## config.mk

```make
export PLATFORM = sky130hd
export DESIGN_NAME = feeder_fan_sequencer
export DESIGN_NICKNAME = d
export VERILOG_FILES = /design/src/sv/ffs_pkg.sv /design/src/sv/ffs_regs.sv /design/src/sv/ffs_timer.sv /design/src/sv/feeder_fan_sequencer.sv
export SDC_FILE = /design/constraint.sdc
export NUM_CORES = 1
export LEC_CHECK = 0
export ABC_CLOCK_PERIOD_IN_PS = 5950
export BUFFER_PORTS_ARGS = -buffer_cell sky130_fd_sc_hd__buf_4
export CORE_MARGIN = 1.5
export CORE_UTILIZATION = 60
export CTS_BUF_LIST = sky130_fd_sc_hd__clkbuf_4
export CTS_CLUSTER_SIZE = 28
export DETAILED_ROUTE_END_ITERATION = 16
export PLACE_DENSITY = 0.75
export SYNTH_ARGS = -nofsm -noshare
export SYNTH_HDL_FRONTEND = slang
export SYNTH_HIERARCHICAL = 1
export SYNTH_SLANG_ARGS = --single-unit
```

## constraint.sdc

```tcl
create_clock -name clk -period 5.95 [get_ports clk]
set_input_delay 1.19 -clock clk [delete_from_list [all_inputs] [get_ports clk]]
set_output_delay 1.19 -clock clk [all_outputs]
set_load 0.02 [all_outputs]
```

## src/sv/ffs_pkg.sv

```systemverilog
// Shared types and constants for the feeder and fan sequencer.
// Holds the beat payload structs, the configuration index codes and reset values.
// Depends on nothing; every other file refers to it by scoped names.
package ffs_pkg;

    localparam int DUR_W              = 24;
    localparam int TEMP_W             = 8;
    localparam int CFG_IDX_W          = 3;
    localparam int DEFAULT_TIMER_BITS = 24;

    localparam logic [DUR_W-1:0]         FEED_RUN_RESET       = 24'd8000;
    localparam logic [DUR_W-1:0]         FEED_PAUSE_RESET     = 24'd30000;
    localparam logic [DUR_W-1:0]         KEEPALIVE_WAIT_RESET = 24'd1800000;
    localparam logic [DUR_W-1:0]         KEEPALIVE_FAN_RESET  = 24'd10000;
    localparam logic [DUR_W-1:0]         KEEPALIVE_FEED_RESET = 24'd3000;
    localparam logic signed [TEMP_W-1:0] CRITICAL_TEMP_RESET  = 8'sd40;

    typedef enum logic [CFG_IDX_W-1:0] {
        REG_FEED_RUN       = 3'd0,
        REG_FEED_PAUSE     = 3'd1,
        REG_KEEPALIVE_WAIT = 3'd2,
        REG_KEEPALIVE_FAN  = 3'd3,
        REG_KEEPALIVE_FEED = 3'd4,
        REG_CRITICAL_TEMP  = 3'd5
    } cfg_index_t;

    typedef struct packed {
        logic                     started;
        logic                     burn_requested;
        logic                     manual_feed;
        logic signed [TEMP_W-1:0] feeder_temp;
    } item_t;

    typedef struct packed {
        logic fan_on;
        logic feeder_on;
    } result_t;

    typedef struct packed {
        logic [DUR_W-1:0]         feed_run_ms;
        logic [DUR_W-1:0]         feed_pause_ms;
        logic [DUR_W-1:0]         keepalive_wait_ms;
        logic [DUR_W-1:0]         keepalive_fan_ms;
        logic [DUR_W-1:0]         keepalive_feed_ms;
        logic signed [TEMP_W-1:0] critical_temp;
    } cfg_t;

    typedef struct packed {
        logic start;
        logic clear;
    } timer_ctl_t;

    typedef struct packed {
        logic active;
        logic expire;
    } timer_status_t;

endpackage

```

## src/sv/ffs_regs.sv

```systemverilog
// Configuration register file of the feeder and fan sequencer.
// Six registers written through the configuration channel; uses ffs_pkg.
module ffs_regs
(
    input  logic                          clk,
    input  logic                          rst_n,
    input  logic                          wr_en,
    input  logic [ffs_pkg::CFG_IDX_W-1:0] wr_index,
    input  logic [ffs_pkg::DUR_W-1:0]     wr_data,
    output ffs_pkg::cfg_t                 cfg
);

    ffs_pkg::cfg_t cfg_reg;
    ffs_pkg::cfg_t cfg_next;

    always_comb
    begin
        cfg_next = cfg_reg;
        if (wr_en)
        begin
            case (wr_index)
                ffs_pkg::REG_FEED_RUN:       cfg_next.feed_run_ms       = wr_data;
                ffs_pkg::REG_FEED_PAUSE:     cfg_next.feed_pause_ms     = wr_data;
                ffs_pkg::REG_KEEPALIVE_WAIT: cfg_next.keepalive_wait_ms = wr_data;
                ffs_pkg::REG_KEEPALIVE_FAN:  cfg_next.keepalive_fan_ms  = wr_data;
                ffs_pkg::REG_KEEPALIVE_FEED: cfg_next.keepalive_feed_ms = wr_data;
                ffs_pkg::REG_CRITICAL_TEMP:
                    cfg_next.critical_temp = wr_data[ffs_pkg::TEMP_W-1:0];
                default: cfg_next = cfg_reg;
            endcase
        end
    end

    always_ff @(posedge clk or negedge rst_n)
    begin
        if (!rst_n)
        begin
            cfg_reg.feed_run_ms       <= ffs_pkg::FEED_RUN_RESET;
            cfg_reg.feed_pause_ms     <= ffs_pkg::FEED_PAUSE_RESET;
            cfg_reg.keepalive_wait_ms <= ffs_pkg::KEEPALIVE_WAIT_RESET;
            cfg_reg.keepalive_fan_ms  <= ffs_pkg::KEEPALIVE_FAN_RESET;
            cfg_reg.keepalive_feed_ms <= ffs_pkg::KEEPALIVE_FEED_RESET;
            cfg_reg.critical_temp     <= ffs_pkg::CRITICAL_TEMP_RESET;
        end
        else
        begin
            cfg_reg <= cfg_next;
        end
    end

    assign cfg = cfg_reg;

endmodule

```

## src/sv/ffs_timer.sv

```systemverilog
// One-shot millisecond timer with saturating elapsed count and expiry compare.
// Advances on each tick; start and clear come from the sequencer; uses ffs_pkg.
module ffs_timer
#(
    parameter int TIMER_BITS = ffs_pkg::DEFAULT_TIMER_BITS
)
(
    input  logic                      clk,
    input  logic                      rst_n,
    input  logic                      tick,
    input  logic [ffs_pkg::DUR_W-1:0] dur,
    input  ffs_pkg::timer_ctl_t       ctl,
    output ffs_pkg::timer_status_t    status
);

    localparam int CMP_W = (TIMER_BITS > ffs_pkg::DUR_W) ? TIMER_BITS : ffs_pkg::DUR_W;

    logic                  active_reg;
    logic                  active_next;
    logic [TIMER_BITS-1:0] elapsed_reg;
    logic [TIMER_BITS-1:0] elapsed_next;
    logic [TIMER_BITS-1:0] advanced;
    logic                  expire;

    always_comb
    begin
        advanced = elapsed_reg;
        if (elapsed_reg != {TIMER_BITS{1'b1}})
        begin
            advanced = elapsed_reg + TIMER_BITS'(1);
        end
        expire = active_reg && (CMP_W'(advanced) >= CMP_W'(dur));
    end

    assign status.active = active_reg && !expire;
    assign status.expire = expire;

    always_comb
    begin
        active_next  = active_reg;
        elapsed_next = elapsed_reg;
        if (tick)
        begin
            if (ctl.clear)
            begin
                active_next  = 1'b0;
                elapsed_next = '0;
            end
            else if (ctl.start)
            begin
                active_next  = 1'b1;
                elapsed_next = '0;
            end
            else if (active_reg)
            begin
                active_next  = !expire;
                elapsed_next = expire ? '0 : advanced;
            end
        end
    end

    always_ff @(posedge clk or negedge rst_n)
    begin
        if (!rst_n)
        begin
            active_reg  <= 1'b0;
            elapsed_reg <= '0;
        end
        else
        begin
            active_reg  <= active_next;
            elapsed_reg <= elapsed_next;
        end
    end

endmodule

```

## src/sv/feeder_fan_sequencer.sv

```systemverilog
// Top level of the feeder and fan sequencer for a coal furnace.
// Instantiates ffs_regs and five ffs_timer units; uses ffs_pkg.
//
// Usage: send one beat on the item channel per millisecond tick, carrying the
// started, burn_requested and manual_feed flags and the feeder temperature.
// Each accepted beat yields exactly one beat on the result channel with the
// fan_on and feeder_on drives for that tick. The channels use valid/ready.
// The result beat is registered, valid in the cycle after the item beat is
// accepted. Throughput is one item per cycle without result stalls, set by
// the single pass through the five timer compares into the result register.
// When the receiver stalls, the result register holds its beat; the item
// channel keeps accepting as long as the held beat is taken in the same cycle.
// The configuration channel is always ready and writes one register per beat;
// indexes beyond the register list are ignored. Write it only while idle.
// Reset clears all timers, restores the default durations and threshold, and
// empties the result register.
module feeder_fan_sequencer
#(
    parameter int TIMER_BITS = ffs_pkg::DEFAULT_TIMER_BITS
)
(
    input  logic                          clk,
    input  logic                          rst_n,
    input  logic                          item_valid,
    output logic                          item_ready,
    input  ffs_pkg::item_t                item,
    output logic                          result_valid,
    input  logic                          result_ready,
    output ffs_pkg::result_t              result,
    input  logic                          cfg_valid,
    output logic                          cfg_ready,
    input  logic [ffs_pkg::CFG_IDX_W-1:0] cfg_index,
    input  logic [ffs_pkg::DUR_W-1:0]     cfg_data
);

    ffs_pkg::cfg_t          cfg;
    ffs_pkg::timer_ctl_t    feed_ctl, pause_ctl, wait_ctl, bfan_ctl, bfeed_ctl;
    ffs_pkg::timer_status_t feed_st, pause_st, wait_st, bfan_st, bfeed_st;

    logic             accept;
    logic             burn_mode;
    logic             keep_mode;
    logic             feed_a, pause_a, wait_a, bfan_a, bfeed_a;
    ffs_pkg::result_t result_next;
    ffs_pkg::result_t result_reg;
    logic             result_valid_reg;
    logic             result_valid_next;

    assign cfg_ready = 1'b1;

    ffs_regs u_regs
    (
        .clk      (clk),
        .rst_n    (rst_n),
        .wr_en    (cfg_valid),
        .wr_index (cfg_index),
        .wr_data  (cfg_data),
        .cfg      (cfg)
    );

    ffs_timer #(.TIMER_BITS(TIMER_BITS)) u_feed
    (
        .clk(clk), .rst_n(rst_n), .tick(accept), .dur(cfg.feed_run_ms),
        .ctl(feed_ctl), .status(feed_st)
    );

    ffs_timer #(.TIMER_BITS(TIMER_BITS)) u_pause
    (
        .clk(clk), .rst_n(rst_n), .tick(accept), .dur(cfg.feed_pause_ms),
        .ctl(pause_ctl), .status(pause_st)
    );

    ffs_timer #(.TIMER_BITS(TIMER_BITS)) u_wait
    (
        .clk(clk), .rst_n(rst_n), .tick(accept), .dur(cfg.keepalive_wait_ms),
        .ctl(wait_ctl), .status(wait_st)
    );

    ffs_timer #(.TIMER_BITS(TIMER_BITS)) u_burst_fan
    (
        .clk(clk), .rst_n(rst_n), .tick(accept), .dur(cfg.keepalive_fan_ms),
        .ctl(bfan_ctl), .status(bfan_st)
    );

    ffs_timer #(.TIMER_BITS(TIMER_BITS)) u_burst_feed
    (
        .clk(clk), .rst_n(rst_n), .tick(accept), .dur(cfg.keepalive_feed_ms),
        .ctl(bfeed_ctl), .status(bfeed_st)
    );

    assign item_ready = !result_valid_reg || result_ready;
    assign accept     = item_valid && item_ready;

    assign burn_mode = item.started && item.burn_requested;
    assign keep_mode = item.started && !item.burn_requested;

    // Activity after advancing and after the expiry chain has started timers.
    assign feed_a  = feed_st.active  || pause_st.expire;
    assign pause_a = pause_st.active || feed_st.expire;
    assign wait_a  = wait_st.active;
    assign bfan_a  = bfan_st.active  || wait_st.expire;
    assign bfeed_a = bfeed_st.active || wait_st.expire;

    always_comb
    begin
        feed_ctl.start  = pause_st.expire || (burn_mode && !feed_a && !pause_a);
        feed_ctl.clear  = !burn_mode;
        pause_ctl.start = feed_st.expire;
        pause_ctl.clear = !burn_mode;
        wait_ctl.start  = keep_mode && !wait_a && !bfan_a && !bfeed_a;
        wait_ctl.clear  = !keep_mode;
        bfan_ctl.start  = wait_st.expire;
        bfan_ctl.clear  = !keep_mode;
        bfeed_ctl.start = wait_st.expire;
        bfeed_ctl.clear = !keep_mode;
    end

    always_comb
    begin
        result_next.fan_on    = 1'b0;
        result_next.feeder_on = 1'b0;
        if (burn_mode)
        begin
            result_next.fan_on    = 1'b1;
            result_next.feeder_on = feed_a || !pause_a;
        end
        else if (keep_mode)
        begin
            result_next.fan_on    = bfan_a;
            result_next.feeder_on = bfeed_a;
        end
        if (item.manual_feed)
        begin
            result_next.feeder_on = 1'b1;
        end
        if (item.feeder_temp > cfg.critical_temp)
        begin
            result_next.feeder_on = 1'b1;
            result_next.fan_on    = 1'b0;
        end
    end

    always_comb
    begin
        result_valid_next = result_valid_reg;
        if (accept)
        begin
            result_valid_next = 1'b1;
        end
        else if (result_ready)
        begin
            result_valid_next = 1'b0;
        end
    end

    always_ff @(posedge clk or negedge rst_n)
    begin
        if (!rst_n)
        begin
            result_valid_reg <= 1'b0;
        end
        else
        begin
            result_valid_reg <= result_valid_next;
        end
    end

    always_ff @(posedge clk)
    begin
        if (accept)
        begin
            result_reg <= result_next;
        end
    end

    assign result_valid = result_valid_reg;
    assign result       = result_reg;

endmodule

```

# Yosys cells after proc, flatten, opt, wreduce, memory -nomap -nowiden
# Cells that the tools add are included.
[classes]
magnitude_cmp = 6
reduce_logical = 51
eq_ne = 15
div = 0
multipliers = 0
add_sub_neg = 5
shift = 0
muxes = 44
bitwise = 0
[op_table]
columns = ["operator", "count"]
rows = [
  ["$mux W24", 25],
  ["$add A24 B1 Y24 const B", 5],
  ["$ge A24 B24 Y1", 5],
  ["$ne A24 B24 Y1 const B", 5],
  ["$reduce_and A2 Y1", 11],
  ["$logic_and A1 B1 Y1", 18],
  ["$mux W1", 17],
  ["$logic_not A1 Y1", 12],
  ["$ne A3 B1 Y1 const B", 4],
  ["$gt A8 B8 Y1", 1],
  ["$logic_or A1 B1 Y1", 7],
  ["$eq A3 B2 Y1 const B", 2],
  ["$eq A3 B3 Y1 const B", 2],
  ["$mux W2", 2],
  ["$eq A3 B1 Y1 const B", 1],
  ["$logic_not A3 Y1", 1],
  ["$ne A3 B2 Y1 const B", 1],
  ["$reduce_bool A2 Y1", 1],
  ["$reduce_or A2 Y1", 1],
]
[word_totals]
output_inout_bits = 5
mem_count = 0
wordCells = 140
inputBits = 43
ff_bits = 256
romBits = 0
ramBits = 0
latch_bits = 0

# Logic depth before layout (Yosys ltp)
[depth]
word_depth = 13
ltp_mapped = 23
mapped_depth_nobuf = 19

# Cells and area by module
# The synthesis kept the hierarchy.
[by_module_without_submodules]
columns = ["module", "area_each_um2", "n_inst", "seq_area_each_um2", "cells_each"]
rows = [
  ["ffs_timer at u_burst_fan ...", 2225.9, 4, 625.6, 252],
  ["ffs_regs", 5066.1, 1, 3250.6, 276],
  ["ffs_timer at u_burst_feed", 2220.9, 1, 625.6, 258],
  ["feeder_fan_sequencer", 420.4, 1, 85.1, 47],
]

# Worst setup path after synthesis
# Ideal clock, no wire load.
[synth_timing]
kind = "register to register"
from = "register u_burst_feed.elapsed_reg[5]"
to = "register u_wait.elapsed_reg[0]"
path_stages_with_launch = 21
path_buffers = 2
period_less_slack_ps = 4844
setup_ps = 118
arrival_ps = 4726
setup_slack_ps = 1106
cell_sequence = "dfrtp_1 clkbuf_8 nand4_2 or4_4 a2111oi_4 nand4_2 xnor2_1 ha_1 nand4_1 nor4_1 nand2_1 o211ai_1 nor2b_1 and2_1 or4_1 nor2_1 nor3_1 nand3_1 clkbuf_1 o31ai_1 a21o_1"
[synth_lines]
columns = ["item", "line", "text"]
rows = [
  ["start, declared", "ffs_timer.sv:20", "logic [TIMER_BITS-1:0] elapsed_reg;"],
  ["start signal, assigned", "ffs_timer.sv:72", "elapsed_reg <= elapsed_next;"],
  ["end signal, assigned", "ffs_timer.sv:72", ""],
  ["end, declared", "ffs_timer.sv:20", ""],
]

==> impl_metrics.env <==
export IMPL_nets=1836
export IMPL_fill_cells=2138
export IMPL_row_count=60
export IMPL_track_usage=0.284
export IMPL_cts_buffer_depth=3
export IMPL_cts_made_buffers=72
export IMPL_syn_inst=1584
export IMPL_start_kind="flop"
export IMPL_grt_max_degree=100
export IMPL_crit_path_start="u_wait/elapsed_reg[0]"
export IMPL_arrival_ps=6080
export IMPL_multi_input_area_um2=9240
export IMPL_place_area_um2=17100
export IMPL_period_share=0.922
export IMPL_design_core_area_um2=27000
export IMPL_die_x_um=169
export IMPL_area_growth_pct=9.17
export IMPL_switching_power_uw=1280
export IMPL_post_route_cell_area_um2=18100
export IMPL_synth_area_um2=16600
export IMPL_cts_tree="yes"
export IMPL_cts_hold_buf=0
export IMPL_vias=12600
export IMPL_critical_path_class="reg -> reg"
export IMPL_drv_slew=0
export IMPL_port_buffers=46
export IMPL_syn_nets=1760
export IMPL_seqPwrFrac=0.458
export IMPL_dr_pass1_iters=5
export IMPL_largest_reg_flops=128
export IMPL_die_h_um=169
export IMPL_fmax_mhz=182
export IMPL_fin_util=0.670
export IMPL_grt_overflow=0
export IMPL_skew_ps=49.7
export IMPL_rsz0062_at_grt="no"
export IMPL_grt_util_met3=0.0457
export IMPL_start_util=0.614
export IMPL_p_per_area_nw_per_um2=252
export IMPL_drt_iter0_drc=707
export IMPL_grt_busiest_layer="met2"
export IMPL_grt_pass1_wl_um=64200
export IMPL_final_antenna_net_count=0
export IMPL_maxCapViolCount=0
export IMPL_clk_latency_ps=710
export IMPL_p_leak_uw=0.00859
export IMPL_setup_viol=0
export IMPL_hp_class="reg -> reg"
export IMPL_dieArea_um2=28600
export IMPL_hold_viol=0
export IMPL_total_power_uw=4570
export IMPL_cts_max_level=3
export IMPL_post_drt_via_cell_ratio=6.12
export IMPL_r2r_start="u_wait/elapsed_reg[0]"
export IMPL_globalplace_congestion=0.929
export IMPL_grt_use_met1=0.386
export IMPL_cts_setup_buffers=0
export IMPL_cp_required_ps=6550
export IMPL_worst_pin_slew_ps=1090
export IMPL_fin_tns_setup_ps=0
export IMPL_io_pins=48
export IMPL_pwr_share_comb=0.165
export IMPL_use_met2=0.459
export IMPL_clk_pin_slew_ps=60
export IMPL_drc=0
export IMPL_regArea_um2=6460
export IMPL_layout_drive_gt1_share=0.249
export IMPL_r2r_end="u_wait/elapsed_reg[14]"
export IMPL_wl_per_cell_um=19.0
export IMPL_cts_root_buf="clkbuf_4"
export IMPL_reg2reg_depth=20
export IMPL_avgSynthCellArea_um2=10.5
export IMPL_ys_warn_count=6
export IMPL_hold_ws_ps=483
export IMPL_slowest_delay_ps=550
export IMPL_ff2ff_setup_slack_ps=470
export IMPL_min_period_ps=5480
export IMPL_grt_pass1_vias=12500
export IMPL_cts_resized=0
export IMPL_relSlewSlack=0.275
export IMPL_critPathSlowestCell="nor2_1"
export IMPL_internal_power_uw=3290
export IMPL_cts_sinks=256
export IMPL_crit_top_cell="nor2_1"
export IMPL_antenna_found_initial=2
export IMPL_clock_power_share=0.378
export IMPL_swShare=0.280
export IMPL_cp_cell_sequence="ha_1 -> nand4_1 -> nor3_2 -> nand2_1 -> nand4_1 -> xnor2_1 -> ha_1 -> nor2_1 -> or3_1 -> o221ai_1 -> a31o_2 -> nor2_1 -> nor2_1 -> or4_1 -> nor2_1 -> nor3_1 -> nand3_1 -> buf_4 -> or4_1 -> o211ai_1"
export IMPL_crit_path_max_fanout=19
export IMPL_end_kind="flop"
export IMPL_wl_um=39200
export IMPL_status="completed"
export IMPL_dp_hpwl_um=27700
export IMPL_ir_drop_v=0.000177
export IMPL_endpoint="u_wait/elapsed_reg[14]"
worst max-delay path, delay by kind of cell (launching register included):
kind                     cells  cell delay (ps)
buffers and inverters        1              240
AO/OA/AOI/OAI                3              850
AND/OR/NAND/NOR             13             3150
XOR/XNOR                     1              100
flip-flops                   1              470
adder cells (fa/ha/maj)      2              600
cell usage in the layout (no fill, tap or decap), drive strengths merged, types with 5 or more instances in the layout:
master and instances:
ha 133, clkbuf 112, o211ai 10, a211o 6
nand2 147, o31a 9, nor4b 7, mux2 139
o21a 12, a22o 74, inv 140, or4 12
or2 14, buf 61, and4 15, clkinv 16
nand2b 12, nand3 47, dfstp 38, nor3 39
a21oi 64, dfrtp 216, o31ai 11, a21o 21
nand4b 10, a31oi 11, o22ai 5, and3 24
xor2 10, nor2 47, nor3b 5, a31o 7
xnor2 81, o21ai 22, nor4 11, o311ai 12
or3 6, a211oi 16, nand4 56
cell type report:
class	instances	share of cell area
tap	341	0.0236
multi-input combinational	1131	0.510
timing repair buffer	61	0.0264
antenna	1	0.000138
inverter	138	0.0286
clock buffer	112	0.0464
sequential	256	0.357
clock inverter	20	0.00760
per-layer routing:
metal / routed length, µm / up-vias
li1: - / 5984
met1: 17900 / 6180
met2: 18400 / 362
met3: 1830 / 85
met4: 1080 / 0
met5: 0 / -
metrics by stage:
stage          cells  setup WS (ps)
6_report        2060            467
5_1_grt         2060           1.43
4_1_cts         2059            585
3_5_place_dp    1927            593
3_3_place_gp    1927            788
2_1_floorplan   1584           1130
worst min path at each step:
stage	from	to	slack, ps	depth (start not counted)
floorplan	u_regs/cfg[105]	u_regs/cfg[105]	460	1
global placement	u_regs/cfg[30]	u_regs/cfg[30]	470	1
detailed placement	u_regs/cfg[21]	u_regs/cfg[21]	470	1
CTS	u_regs/cfg[20]	u_regs/cfg[20]	490	1
global route	u_regs/cfg[29]	u_regs/cfg[29]	500	1
finish	u_regs/cfg[20]	u_regs/cfg[20]	480	1
power groups by stage:
stage                     clock network, µW  logic, µW  registers, µW
final                                  1730        752           2090
after global routing                   1870        845           2120
after CTS                              1770        755           2090
after detailed placement                  0        751           2120
after global placement                    0        715           2110
after floorplan                           0        535           2090
(Power assumes the default switching activity.)
